===== config.mk =====
export PLATFORM = sky130hd
export DESIGN_NAME = lzssw_out_fifo
export DESIGN_NICKNAME = d
export VERILOG_FILES = /design/src/design/lzssw_pkg.sv /design/src/design/lzssw_out_fifo.sv
export SDC_FILE = /design/constraint.sdc
export NUM_CORES = 1
export LEC_CHECK = 0
export BUFFER_PORTS_ARGS = -buffer_cell sky130_fd_sc_hd__buf_2
export CORE_MARGIN = 2
export CORE_UTILIZATION = 52
export CTS_CLUSTER_SIZE = 16
export DETAILED_ROUTE_END_ITERATION = 10
export PLACE_DENSITY = 0.82
export SETUP_SLACK_MARGIN = 0.1
export SLEW_MARGIN = 40
export SYNTH_ARGS = -nofsm -noshare
export SYNTH_HDL_FRONTEND = slang
export SYNTH_SLANG_ARGS = --single-unit
export TNS_END_PERCENT = 100

===== constraint.sdc =====
create_clock -name clk -period 3.15 [get_ports clk]
set_input_delay 0.63 -clock clk [delete_from_list [all_inputs] [get_ports clk]]
set_output_delay 0.63 -clock clk [all_outputs]
set_load 0.1 [all_outputs]

===== src/design/lzssw_pkg.sv =====
// ----------------------------------------------------------------------------
// lzssw_pkg: shared types and constants of the LZSS window decompressor
// Window geometry, token field widths, reset values and the result item type.
// ----------------------------------------------------------------------------
package lzssw_pkg;

  // Window geometry. Match positions are 12-bit absolute, so this is fixed.
  localparam int WINDOW_SIZE = 4096;
  localparam int WIN_AW      = $clog2(WINDOW_SIZE);
  localparam int FILL_W      = WIN_AW + 1;

  // Token and counter widths.
  localparam int BYTE_W  = 8;
  localparam int LIMIT_W = 24;
  localparam int LEN_W   = 5;
  localparam int FLAG_W  = 9;

  // Reset values and token constants.
  localparam logic [LIMIT_W-1:0] LIMIT_RESET = 24'hFF_FFFF;
  localparam logic [WIN_AW-1:0]  WPOS_RESET  = 12'd1;
  localparam logic [LEN_W-1:0]   MIN_MATCH   = 5'd2;
  localparam logic [FILL_W-1:0]  FILL_FULL   = FILL_W'(WINDOW_SIZE);

  // Output buffer geometry.
  localparam int OBUF_DEPTH = 2;
  localparam int OBUF_CW    = 2;

  // One result item.
  typedef struct packed {
    logic [BYTE_W-1:0] out_byte;
    logic              last_of_run;
  } out_item_t;

endpackage


===== src/design/lzssw_out_fifo.sv =====
// ----------------------------------------------------------------------------
// lzssw_out_fifo: two-entry output buffer
// Holds finished result items so the window engine keeps running while the
// consumer stalls; the output side is driven straight from flip-flops.
// ----------------------------------------------------------------------------
module lzssw_out_fifo
  import lzssw_pkg::*;
(
  input  logic               clk,
  input  logic               rst_n,
  input  logic               push,
  input  out_item_t          push_item,
  input  logic               pop,
  output logic               valid,
  output out_item_t          head,
  output logic [OBUF_CW-1:0] count
);

  out_item_t          ent_r [OBUF_DEPTH];
  logic               wptr_r, wptr_nxt;
  logic               rptr_r, rptr_nxt;
  logic [OBUF_CW-1:0] cnt_r, cnt_nxt;

  // Pointer and count update.
  always_comb begin
    wptr_nxt = push ? ~wptr_r : wptr_r;
    rptr_nxt = pop ? ~rptr_r : rptr_r;
    cnt_nxt  = cnt_r + OBUF_CW'(push) - OBUF_CW'(pop);
  end

  always_ff @(posedge clk) begin
    if (!rst_n) begin
      wptr_r <= 1'b0;
      rptr_r <= 1'b0;
      cnt_r  <= '0;
    end else begin
      wptr_r <= wptr_nxt;
      rptr_r <= rptr_nxt;
      cnt_r  <= cnt_nxt;
    end
  end

  // Entry storage needs no reset.
  always_ff @(posedge clk) begin
    if (push) begin
      ent_r[wptr_r] <= push_item;
    end
  end

  assign valid = (cnt_r != '0);
  assign head  = ent_r[rptr_r];
  assign count = cnt_r;

  // A push never lands on a full buffer.
  a_no_overflow: assert property (@(posedge clk) disable iff (!rst_n)
    (push && !pop) |-> (cnt_r != OBUF_CW'(OBUF_DEPTH)))
    else $error("output buffer overflow");

  // The count goes up by one on a push without a pop.
  a_count_track: assert property (@(posedge clk) disable iff (!rst_n)
    (push && !pop) |=> (cnt_r == $past(cnt_r) + OBUF_CW'(1)))
    else $error("output buffer count lost a push");

endmodule


### Word level (Yosys, flattened, before mapping)

Memories as Yosys holds them, arrays and structs flattened. A register that Yosys moved wholly into a read port is not among the register bits.
Index checks and enable logic that the tools add are counted.

| cells by class | value |
|---|---|
| add/sub/neg operators | 2 |
| muxes and demuxes | 4 |
| bitwise operators | 2 |
| reduce and logical (&&, ||, !) cells | 1 |

Operator list:

| cell | count |
|---|---|
| 2-to-1 mux 1 bit | 4 |
| adder 2 x 1 -> 2 bit | 1 |
| inverter 1 bit | 2 |
| nonzero test 2 bit | 1 |
| subtractor 2 x 1 -> 2 bit | 1 |

| word-level totals | value |
|---|---|
| register bits after elaboration | 4 |
| bits in writable memories | 18 |
| input bits | 13 |
| output and inout bits | 12 |
| logic and storage cells | 13 |
| memories | 1 |

Memories:

| memory | depth | bits a word | read ports | clocked after memory_dff | wr ports | line | text |
|---|---|---|---|---|---|---|---|
| ent_r | 2 | 9 | 1 | 1 | 1 | lzssw_out_fifo.sv:19 | `out_item_t ent_r [OBUF_DEPTH];` |

### Longest topological paths before layout

| logic depth | value |
|---|---|
| depth in word-level cells | 3 |
| gate-level depth with buffers | 6 |
| gate-level depth less buffers | 6 |

### Worst setup path after synthesis

OpenSTA, ideal clock, no wires.

| path | value |
|---|---|
| path kind | register to output |
| start | register cnt_r[1], in the netlist count[1] |
| end | output valid |
| arrival | 1,542 ps |
| data required time | 2,520 ps |
| path slack | 978 ps |
| stages on the path, launching flop included | 2 |
| cells stage by stage | dfxtp_1 -> or2_2 |

| on the way | value |
|---|---|
| longest elaborated chain between the ends | 1 |

RTL lines:

| element | line | text |
|---|---|---|
| start: declaration | lzssw_out_fifo.sv:22 | `logic [OBUF_CW-1:0] cnt_r, cnt_nxt;` |
| start signal: assignment | lzssw_out_fifo.sv:39 | `cnt_r <= cnt_nxt;` |
| nonzero test 2 bit | lzssw_out_fifo.sv:50 | `assign valid = (cnt_r != '0);` |
| end: declaration | lzssw_out_fifo.sv:14 | `output logic valid,` |

Every way passes these cells.

==> reports/summary.txt <==
Initial DRC Count - 1
Initial Util - 0.565
Register area share after synthesis - 0.736
Die Y - 44.9 um
Reg2reg end - count[1]
Commonest cells post-synth - 18 x edfxtp_1, 9 x mux2_2, 5 x dfxtp_1, 4 x and2_1
Sequential fraction of design power - 0.493
Detailed-route DRC error count - 0
Skew-Pair Late Insertion Delay - 300 ps
Pin count of the biggest net entering global routing - 13
TNS Setup - 0 ps
Share of cells above drive strength 1 - 0.520
Pwr Total - 0.733 mW
EDFF count, synth - 18
Worst setup EP type - output port
Synth warn - 0
Root Buffer - clkbuf_4
Max-cap violations - 0
Slew of the pin with the lowest slew margin - 502 ps
Final std cells w/o fill - 91
Core ar. - 1540 um2
Area of the die - 2020 um2
Post-Syn Nets - 63
Synth area leaders - edfxtp_1 62%, mux2_2 12%, dfxtp_1 11%
Final cycle utilization of the critical path - 0.692
Clock H-tree levels - 1
Routed WL per cell - 13.1 um
Clk sinks - 23
FP Rows - 14
Hold Path End - ent_r[0][7]
Syn Area/Cell - 18.1 um2
Post-CTS resize count - 0
Yosys cell types - 13
Vias in the first global route - 433
Logic pwr share - 0.332
Type of origin of the critical path - flop
GP Congestion - 0.671
Initial antenna violation count - 0
Crit path DAT - 1550 ps
Final Max Slew Viols - 0
Most frequent cell after synthesis - edfxtp_1
Via Count - 454
Synthesized cell area - 871 um2
Synth-to-Final Area Change - 18.8%
Internal - 0.453 mW
Final hold violations - 0
First-pass GRT wire length - 1780 um
Critical path class - reg -> out
Gr usage total - 0.133
Yosys top cell area share - 0.621
RR Startpoint - count[0]
Rel. slew slack - 0.664
Achievable clock frequency - 459 MHz
IO Port Bufs - 24
Post-Route WL - 1190 um
Switch share - 0.383
Ys flop type - edfxtp_1
RSZ-0062 raised after global routing - false
Nets - 91
IO Count - 25
Max Root-Sink Buffers - 2
Number of cells on the worst reg-to-reg path - 6
Setup repair bufs after CTS - 0
Total CTS buffers - 3
Crit path max fanout - 9
Area after DPL - 1010 um2
Clock slew at reported path FFs - 120 ps
Final instance area - 1030 um2
Remaining global-route overflow - 0
Leak - 0.423 nW
Clk network pwr share - 0.175
Flop and latch count out of synthesis - 23
Final setup viols - 0
Setup Skew - 12.8 ps
Via-to-Cell Ratio - 4.99
Critical Path RT - 2520 ps
Width of the die - 44.9 um
Flop2flop setup slack - 1930 ps
Final critical-path required period - 2180 ps
Max VDD drop - 0.516 mV
Antenna cell count - 0
Final ANT Viol Nets - 0
P per Cell Area - 709 nW/um2
Status - finished, final reports clean
Drt pass-1 iters - 2
Net Sw Power - 0.281 mW
Post-DP HPWL - 902 um
Hold_buf cts - 0
TritonCTS clock tree - done
Hold wc startpoint - push_item[7]
Synthesized instance count - 48
Worst Hold Depth - 1
Synth async-reset ratio - 0
Largest area contributor in the netlist - edfxtp_1
Dpl cells - 87
Hold Path Class - in -> reg
[layout make-up]
class                   instances  area [um2]
clock buffers                   4        26.3
fillers                       123         507
multi-input cells              22         220
repair buffers                 24         120
well taps                      16        20.0
flip-flops and latches         23         641
inverters                       2        7.51
[power groups by stage]
| stage | registers (mW) | logic, mW | clock network (mW) |
|---|---|---|---|
| after floorplan | 0.405 | 0.174 | 0 |
| after global placement | 0.368 | 0.242 | 0 |
| after detailed placement | 0.369 | 0.245 | 0 |
| after CTS | 0.362 | 0.246 | 0.131 |
| after global routing | 0.364 | 0.252 | 0.141 |
| final | 0.362 | 0.244 | 0.128 |
[critical path: stages, from the launching register on]
cell	delay (ps)
dfxtp_1	580
mux2_2	390
buf_2	290
[layer usage]
metal / wire length [um] / up-vias / track usage / share of wire
met5: 0 / - / 0 / 0
met4: 12 / 0 / 0.0882 / 0.010
met3: 60 / 2 / 0.0240 / 0.050
met2: 613 / 12 / 0.214 / 0.51
met1: 507 / 213 / 0.164 / 0.42
li1: - / 227 / - / -
[worst max path at each step]
stage / slack (ps) / end / cells after the start / start
global placement: 1310 / head[5] / 2 / flop
CTS: 950 / head[5] / 2 / flop
global route: 880 / head[5] / 2 / flop
floorplan: 980 / valid / 1 / count[1]
finish: 970 / head[5] / 2 / flop
detailed placement: 1290 / ent_r[0][1] / 2 / push
[cells in the final DEF (no fill, tap or decap), types with 2 or more instances in the layout]
cell / count
ha_1: 2
clkbuf_4: 3
inv_1: 2
mux2_2: 9
nor2b_2: 2
buf_2: 24
edfxtp_1: 18
and2_1: 4
dfxtp_1: 5
[state kept, by name (all words and copies together), names as in the netlist, named ones only]
| signal | cells |
|---|---|
| count | 2 |
| wptr_r | 1 |
| ent_r | 18 |
| rptr_r | 1 |
[kinds of logic (layout without fill, tap and decap cells)]
group                      after synthesis  in the layout  synth area share
and+or+nand+nor                          8              8            0.0603
adders and majority gates                2              2            0.0287
DFF                                     23             23             0.736
buffers and inverters                    3             30            0.0144
muxes                                    9              9             0.116
AOI/OAI and AO/OA                        1              1           0.00862
xor gates and xnor gates                 2              2            0.0359
[metrics by stage]
step	utilization	worst slack [ps]	hold WS, ps
2_1_floorplan	-	978	555
3_3_place_gp	0.653	1310	573
3_5_place_dp	0.653	1290	588
4_1_cts	0.670	953	508
5_1_grt	0.671	883	506
6_report	0.671	971	514
Note: power is estimated with default switching activity, not from simulation.
