--- config.mk ---
export PLATFORM = sky130hd
export DESIGN_NAME = lzssw_fill_check
export DESIGN_NICKNAME = d
export VERILOG_FILES = /design/src/design/lzssw_pkg.sv /design/src/design/lzssw_window_engine_note.sv
export SDC_FILE = /design/constraint.sdc
export NUM_CORES = 1
export LEC_CHECK = 0
export BUFFER_PORTS_ARGS = -buffer_cell sky130_fd_sc_hd__clkbuf_2
export CAP_MARGIN = 5
export CORE_AREA = 2 2 52 49
export DETAILED_ROUTE_END_ITERATION = 7
export DIE_AREA = 0 0 54 51
export PLACE_DENSITY_LB_ADDON = 0.12
export SYNTH_ARGS = -nofsm -noshare
export SYNTH_HDL_FRONTEND = slang
export SYNTH_SLANG_ARGS = --single-unit
--- constraint.sdc ---
create_clock -name vclk -period 1.55
set_input_delay 0.0775 -clock vclk [all_inputs]
set_output_delay 0.0775 -clock vclk [all_outputs]
set_load 0.01 [all_outputs]
--- src/design/lzssw_pkg.sv ---
// ----------------------------------------------------------------------------
// lzssw_pkg: shared types and constants of the LZSS window decompressor
// Window geometry, token field widths, reset values and the result item type.
// ----------------------------------------------------------------------------
package lzssw_pkg;

  // Window geometry. Match positions are 12-bit absolute, so this is fixed.
  localparam int WINDOW_SIZE = 4096;
  localparam int WIN_AW      = $clog2(WINDOW_SIZE);
  localparam int FILL_W      = WIN_AW + 1;

  // Token and counter widths.
  localparam int BYTE_W  = 8;
  localparam int LIMIT_W = 24;
  localparam int LEN_W   = 5;
  localparam int FLAG_W  = 9;

  // Reset values and token constants.
  localparam logic [LIMIT_W-1:0] LIMIT_RESET = 24'hFF_FFFF;
  localparam logic [WIN_AW-1:0]  WPOS_RESET  = 12'd1;
  localparam logic [LEN_W-1:0]   MIN_MATCH   = 5'd2;
  localparam logic [FILL_W-1:0]  FILL_FULL   = FILL_W'(WINDOW_SIZE);

  // Output buffer geometry.
  localparam int OBUF_DEPTH = 2;
  localparam int OBUF_CW    = 2;

  // One result item.
  typedef struct packed {
    logic [BYTE_W-1:0] out_byte;
    logic              last_of_run;
  } out_item_t;

endpackage

--- src/design/lzssw_window_engine_note.sv ---
// ----------------------------------------------------------------------------
// lzssw_fill_check: window entry validity from the fill count
// An entry reads as zero until written in the current stream. Writes run
// sequentially from the reset write position, so an entry is valid when its
// distance from that start is below the saturating fill count.
// ----------------------------------------------------------------------------
module lzssw_fill_check
  import lzssw_pkg::*;
(
  input  logic [WIN_AW-1:0] pos,
  input  logic [FILL_W-1:0] fill,
  output logic              unwritten
);

  logic [WIN_AW-1:0] offset;

  // Distance of the entry from the first write position, modulo the window.
  assign offset    = pos - WPOS_RESET;
  assign unwritten = ({1'b0, offset} >= fill);

endmodule

# After elaboration in Yosys (flattened, before gate mapping)
# Index checks and enable logic that the tools add are counted.
dict set report op_classes {
  div_mod_pow 0
  n_addsub 1
  n_reduce_logical 0
  n_lt_le_gt_ge 1
  bitwise 0
  n_eq_ne 0
  mux 0
  multipliers 0
  shift 0
}
# operator count
set op_table {}
lappend op_table {{12-bit by 13-bit >= comparator with 1-bit output} 1}
lappend op_table {{12-bit by 1-bit subtractor with 12-bit output, second input constant} 1}
dict set report word_totals {
  output_inout_bits 1
  latch_bits 0
  ff_bits 0
  wordCells 2
  inputBits 25
  rom_bits 0
  mem_count 0
  mem_bits_rw 0
}

# Longest topological paths before layout
# Gate-level depths: netlist of run 1.
dict set report depth {
  ltp_word 2
  depth_mapped 10
  ltp_nobuf 10
}

# Worst setup path after synthesis of run 1
# Ideal clock, no wire load.
dict set report synth_timing {
  path_type {input to output}
  from {input port pos[6]}
  to {output port unwritten}
  setup_slack_ps -210
  arrival_time_ps 1682
  path_stages 8
  n_path_buf 0
  required_ps 1472
  path_cell_list {or4_4 nor2_1 xor2_1 ha_1 a21o_1 a21oi_1 a2bb2oi_1 o21ai_0}
}
dict set report synth_between {
  elab_chain_cells 2
}
# item line
set synth_lines {}
lappend synth_lines {{start, declared} lzssw_window_engine_note.sv:10} ;# input logic [WIN_AW-1:0] pos,
lappend synth_lines {{12-bit by 1-bit subtractor with 12-bit output} lzssw_window_engine_note.sv:18} ;# assign offset = pos - WPOS_RESET;
lappend synth_lines {{12-bit by 13-bit >= comparator with 1-bit output} lzssw_window_engine_note.sv:19} ;# assign unwritten = ({1'b0, offset} >= fill);
lappend synth_lines {{end, declared} lzssw_window_engine_note.sv:12} ;# output logic unwritten
# Every way passes these cells.

# Final worst setup path of run 1
dict set report layout_timing {
  from {input port pos[8]}
  to {output port unwritten}
}
# The elaborated chain is that of the path after synthesis.

==> impl_results.md, run 1 <==
* Setup WS pre-CTS at -0.462 ns
* Largest net degree at the start of global routing at 5
* Main combinational cell family by area after synthesis: adder cells
* Most area-consuming cells after synthesis: ha_1, xor2_1, inv_1
* Seq_cells at 0
* Max Fanout on Critical Path at 2
* CP Launch Type: input pin
* Final-report setup violation count at 1
* Violated checks: negative setup slack
* First-pass GRT wire length at 1.92 mm
* Count of cell types in the netlist at 20
* IR drop worst, VDD at 0.0769 mV
* Vias at 565
* Share of cells above drive strength 1 at 42.2%
* Crit Path Class: input pin to output pin
* Worst Hold Class: input pin to output pin
* Period utilization at 128%
* Port Buffers at 26
* RD Place Congestion at 0.687
* Top cell type's share of synthesized area at 32.7%
* Starting DRT DRC Count at 5
* Pwr Total at 0.000173 W
* Max frequency at 502 MHz
* Gate Count Post-Synth at 70
* Crit. End Element: output pin
* Synth Area in Simple Gates at 26.6%
* Fin worst setup slack at -0.441 ns
* Status: finished with violations
* Core Footprint at 0.00230 mm²
* Slew @ Worst Pin at 0.241 ns
* Worst Hold Launch: fill[12]
* Die width at 54 µm
* Compound-cell area share of the yosys netlist at 11.8%
* # DRC at 0
* Critical Path AT at 1.91 ns
* LEAKAGE at 0.460 nW
* IO Pins at 26
* Post-route antenna net violation count at 0
* ANT cells at 0
* Hold_ws at 0.570 ns
* Initial Util at 21.7%
* Max-slew headroom at 83.8%
* Clkbuf count at 0
* Final hold violations at 0
* Seq/Total Area, Yosys at 0%
* Routed vias/inst at 4.12
* Register area at 0 µm²
* Fin nets at 149
* Die area at 0.00275 mm²
* Die height at 51 µm
* Fillcell total at 260
* Adder-Cell Fraction of Synth Area at 32.7%
* Initial antenna violation count at 0
* Cell accounting for the most synthesized area: ha_1
* Total grt overflow at 0
* Vias in the first global route at 538
* Overall routed net length at 1.19 mm
* Post-synthesis cell area at 498 µm²
* Unrepaired setup endpoints after global routing: true
* Max_cap viols at 0
* Count leader, synth: inv_1
* Number of cell rows at 17
* Mux cell area share after synthesis at 0%
* Slew Limit Fails at 0
* Tmin final at 1.99 ns
* Hold path endpoint: unwritten
* Synth Net Count at 108
* Final setup TNS at -0.441 ns
* Xor and xnor area share after synthesis at 17.6%
* Post-synth top cells: inv_1, ha_1, xor2_1, nand2_1
* First drt pass iteration count at 4
* DR WL/cell at 8.69 µm
* PwrDens at 222 mW/mm²
* Total track usage at 8.66%
* Layout area overhead at 56.8%
* Critical Path RT at 1.47 ns
* Post-DP HPWL at 1.10 mm
* Syn avg cell area at 7.11 µm²
* Hold Crit Depth at 4
* Yosys warns at 0
-- metal layers --
metal  GRT usage (%)  share of wire (%)  vias up
met5               0                  0        -
met1            10.2                 46      233
met4               0                  0        0
met3           0.585                6.5        0
li1                -                  -      316
met2            17.5                 48       16
-- power by group --
part	internal (W)	switching (W)
combinational	0.0000922	0.0000813
sequential	0	0
clock	0	0
total	0.0000922	0.0000813
-- stage by stage --
stage	std cells	area [µm²]	util, %
global placement	137	763	33.2
detailed placement	137	763	33.2
floorplan	70	500	-
CTS	137	772	33.6
finish	137	781	34.0
global route	137	781	34.0
-- worst max path at each step --
stage	from	end	slack (ns)
after floorplan	pos[6]	unwritten	-0.16
after global placement	pos[6]	unwritten	-0.50
after detailed placement	pos[6]	unwritten	-0.46
after CTS	pos[8]	unwritten	-0.44
after global routing	pos[8]	unwritten	-0.52
final	pos[8]	unwritten	-0.44
-- area by class of cell --
type / count / area, µm² / area share, %
tap: 28 / 35.0 / 4.49
timing repair buffer: 39 / 228 / 29.2
inverter: 15 / 56.3 / 7.21
multi-input combinational: 55 / 462 / 59.1
-- what timing repair did --
| action | CTS | global route |
|---|---|---|
| setup buffers | 0 | 0 |
| pin swaps | 3 | 1 |
| setup endpoints to repair | 1 | 1 |
| gates resized for setup | 2 | 1 |
| hold buffers | 0 | 0 |
-- layout by cell type, fill, tap and decap left out, drive strengths merged --
cell type / Yosys / final
a211oi: 1 / 1
a21o: 1 / 1
a21oi: 5 / 5
a2bb2oi: 1 / 1
and4b: 1 / 1
buf: 0 / 13
clkbuf: 0 / 26
ha: 13 / 13
inv: 15 / 15
nand2: 7 / 7
nand3: 1 / 1
nand3b: 1 / 1
nand4: 1 / 1
nor2: 5 / 5
nor3: 3 / 3
nor4: 2 / 2
o21ai: 2 / 2
or4: 1 / 1
xnor2: 3 / 3
xor2: 7 / 7
-- worst max-delay path: stages --
cell,delay (ns)
clkbuf_2,0.09
or4_4,0.56
nor2_4,0.10
xor2_1,0.16
ha_1,0.26
a21o_1,0.17
a21oi_2,0.14
a2bb2oi_1,0.15
o21ai_1,0.07
clkbuf_2,0.13
-- logic make-up after synthesis --
group                    count (synthesis)
XOR/XNOR                                10
buffers and inverters                   15
AND/OR/NAND/NOR                         22
adder cells (fa/ha/maj)                 13
AO/OA/AOI/OAI                           10
Note: power is estimated with default switching activity, not from simulation.
==> run 2: changes to the inputs <==
BUFFER_PORTS_ARGS = -buffer_cell sky130_fd_sc_hd__buf_2   (was -buffer_cell sky130_fd_sc_hd__clkbuf_2)
==> run 2 against run 1 <==
  * The run still ends with negative setup slack left
  * First-iteration DRC count is 40% lower
  * Largest cell class unchanged
  * Via count is 0.35% lower
  * Critical path type unchanged
  * Routed wire length is 1.8% lower
  * Clock-buffer cell count stayed put
  * Largest power group unchanged
  * Critical endpoint unchanged
==> impl_results.md, run 2 (synthesis results as in run 1) <==
* RD Place Congestion at 0.687 (about the same)
* Die area at 0.00275 mm² (unchanged)
* Post-DP HPWL at 1.12 mm (+1.5%)
* Share of power burned in registers at 0% (unchanged)
* Total grt overflow at 0 (unchanged)
* Max Fanout on Critical Path at 2 (unchanged)
* Fin worst setup slack at -0.466 ns (-0.0256 ns)
* Vias at 563 (-0.35%)
* Clkbuf count at 0 (unchanged)
* Core Footprint at 0.00230 mm² (unchanged)
* Slew @ Worst Pin at 0.238 ns (-0.00313 ns)
* ANT cells at 0 (unchanged)
* IO Pins at 26 (unchanged)
* Sw power at 0.0000810 W (-0.35%)
* Combinational Power Share at 100.0% (about the same)
* Crit. End Element: output pin
* DR WL/cell at 8.53 µm (-1.8%)
* Share of cells above drive strength 1 at 43.1% (+0.92 points)
* Routed vias/inst at 4.11 (-0.35%)
* Register area at 0 µm² (unchanged)
* Final hold violations at 0 (unchanged)
* Post-Layout Cell Count at 137 (unchanged)
* IR drop worst, VDD at 0.0787 mV (+2.4%)
* Critical Path RT at 1.47 ns (about the same)
* Part of the power in the clock network at 0% (unchanged)
* Fin nets at 149 (unchanged)
* Status: finished with violations
* Number of cell rows at 17 (unchanged)
* Placed cells at 137 (unchanged)
* Max frequency at 496 MHz (-1.3%)
* Seq_cells at 0 (unchanged)
* Violated checks: negative setup slack
* First-pass GRT wire length at 2.01 mm (+5.0%)
* Critical Path AT at 1.94 ns (+0.03 ns)
* Cell Int Power at 0.0000935 W (+1.4%)
* PwrDens at 222 mW/mm² (-0.20%)
* # DRC at 0 (unchanged)
* Max_cap viols at 0 (unchanged)
* LEAKAGE at 0.457 nW (-0.53%)
* Post-route antenna net violation count at 0 (unchanged)
* Overall routed net length at 1.17 mm (-1.8%)
* Largest net degree at the start of global routing at 5 (unchanged)
* Switching portion of total power at 46.4% (-0.44 points)
* First drt pass iteration count at 4 (unchanged)
* Port Buffers at 26 (unchanged)
* Layout area overhead at 58.0%
* Worst Hold Class: input pin to output pin
* Tmin final at 2.02 ns (+0.0256 ns)
* Crit Path Class: input pin to output pin
* Initial Util at 21.7% (unchanged)
* Die width at 54 µm (unchanged)
* Initial antenna violation count at 0 (unchanged)
* Post-CTS setup buffers at 0 (unchanged)
* Slew Limit Fails at 0 (unchanged)
* Max-slew headroom at 84.0% (+0.21 points)
* Vias in the first global route at 524 (-2.6%)
* Total track usage at 9.19% (+0.53 points)
* Utilization after layout at 34.3% (+0.27 points)
* Starting DRT DRC Count at 3 (-2)
* Unrepaired setup endpoints after global routing: true
* Period utilization at 130% (+1.7 points)
* Die height at 51 µm (unchanged)
* Most common cell after layout, fill and taps aside: buf_2
* Final-report setup violation count at 1 (unchanged)
* CP Launch Type: input pin
* Most frequent cells in the layout: buf_2, inv_1, ha_1, buf_4, xor2_1
==> run 2: cell types whose count changed in the layout (fill, tap and decap cells not counted), sizes merged <==
cell | before | now
buf | 13 | 39
clkbuf | 26 | 0
==> run 2: power by group through the flow <==
stage | Combinational [W] | Sequential, W | Clock (W)
global placement | 0.000171 | 0 | 0
CTS | 0.000176 | 0 | 0
finish | 0.000175 | 0 | 0
detailed placement | 0.000171 | 0 | 0
floorplan | 0.0000853 | 0 | 0
global route | 0.000202 | 0 | 0
==> run 2: layer usage <==
| metal | track usage, % | vias up | wire, µm |
|---|---|---|---|
| met1 | 11.8 | 233 | 528 |
| met3 | 0.585 | 0 | 85 |
| met5 | 0 | - | 0 |
| li1 | - | 314 | - |
| met4 | 0 | 0 | 0 |
| met2 | 17.5 | 16 | 555 |
==> run 2: metrics by stage <==
stage	setup TNS, ns	area [µm²]	worst slack (ns)	power (W)	hold WS (ns)
3_3_place_gp	-0.514	763	-0.514	0.000171	0.579
5_1_grt	-0.592	787	-0.592	0.000202	0.623
6_report	-0.466	787	-0.466	0.000175	0.583
4_1_cts	-0.480	773	-0.480	0.000176	0.592
2_1_floorplan	-0.159	500	-0.159	0.0000853	0.386
3_5_place_dp	-0.511	763	-0.511	0.000171	0.590
==> run 2: worst max-delay path, stage by stage <==
cell	delay [ns]
buf_6	0.09
or4_4	0.54
nor2_2	0.11
xor2_1	0.18
ha_1	0.27
a21o_1	0.17
a21oi_2	0.13
a2bb2oi_1	0.16
o21ai_1	0.08
buf_2	0.14
==> run 2: path summary, 6_finish.rpt <==
kind / start / to / slack [ns] / depth (start not counted)
setup / recovery: pos[6] / unwritten / -0.47 / 10
hold / removal: fill[12] / unwritten / 0.58 / 4
==> run 2: area by class of cell <==
| type | instances | area (µm²) |
|---|---|---|
| multi-input combinational | 55 | 462 |
| timing repair buffer | 39 | 234 |
| inverter | 15 | 56.3 |
| tap | 28 | 35.0 |
| fill | 268 | 1510 |
==> run 2: timing repair <==
item	in CTS	in global routing
setup endpoints to repair	1	1
gates cloned	0	0
pin swaps	1	1
hold buffers	0	0
resized for setup	2	2
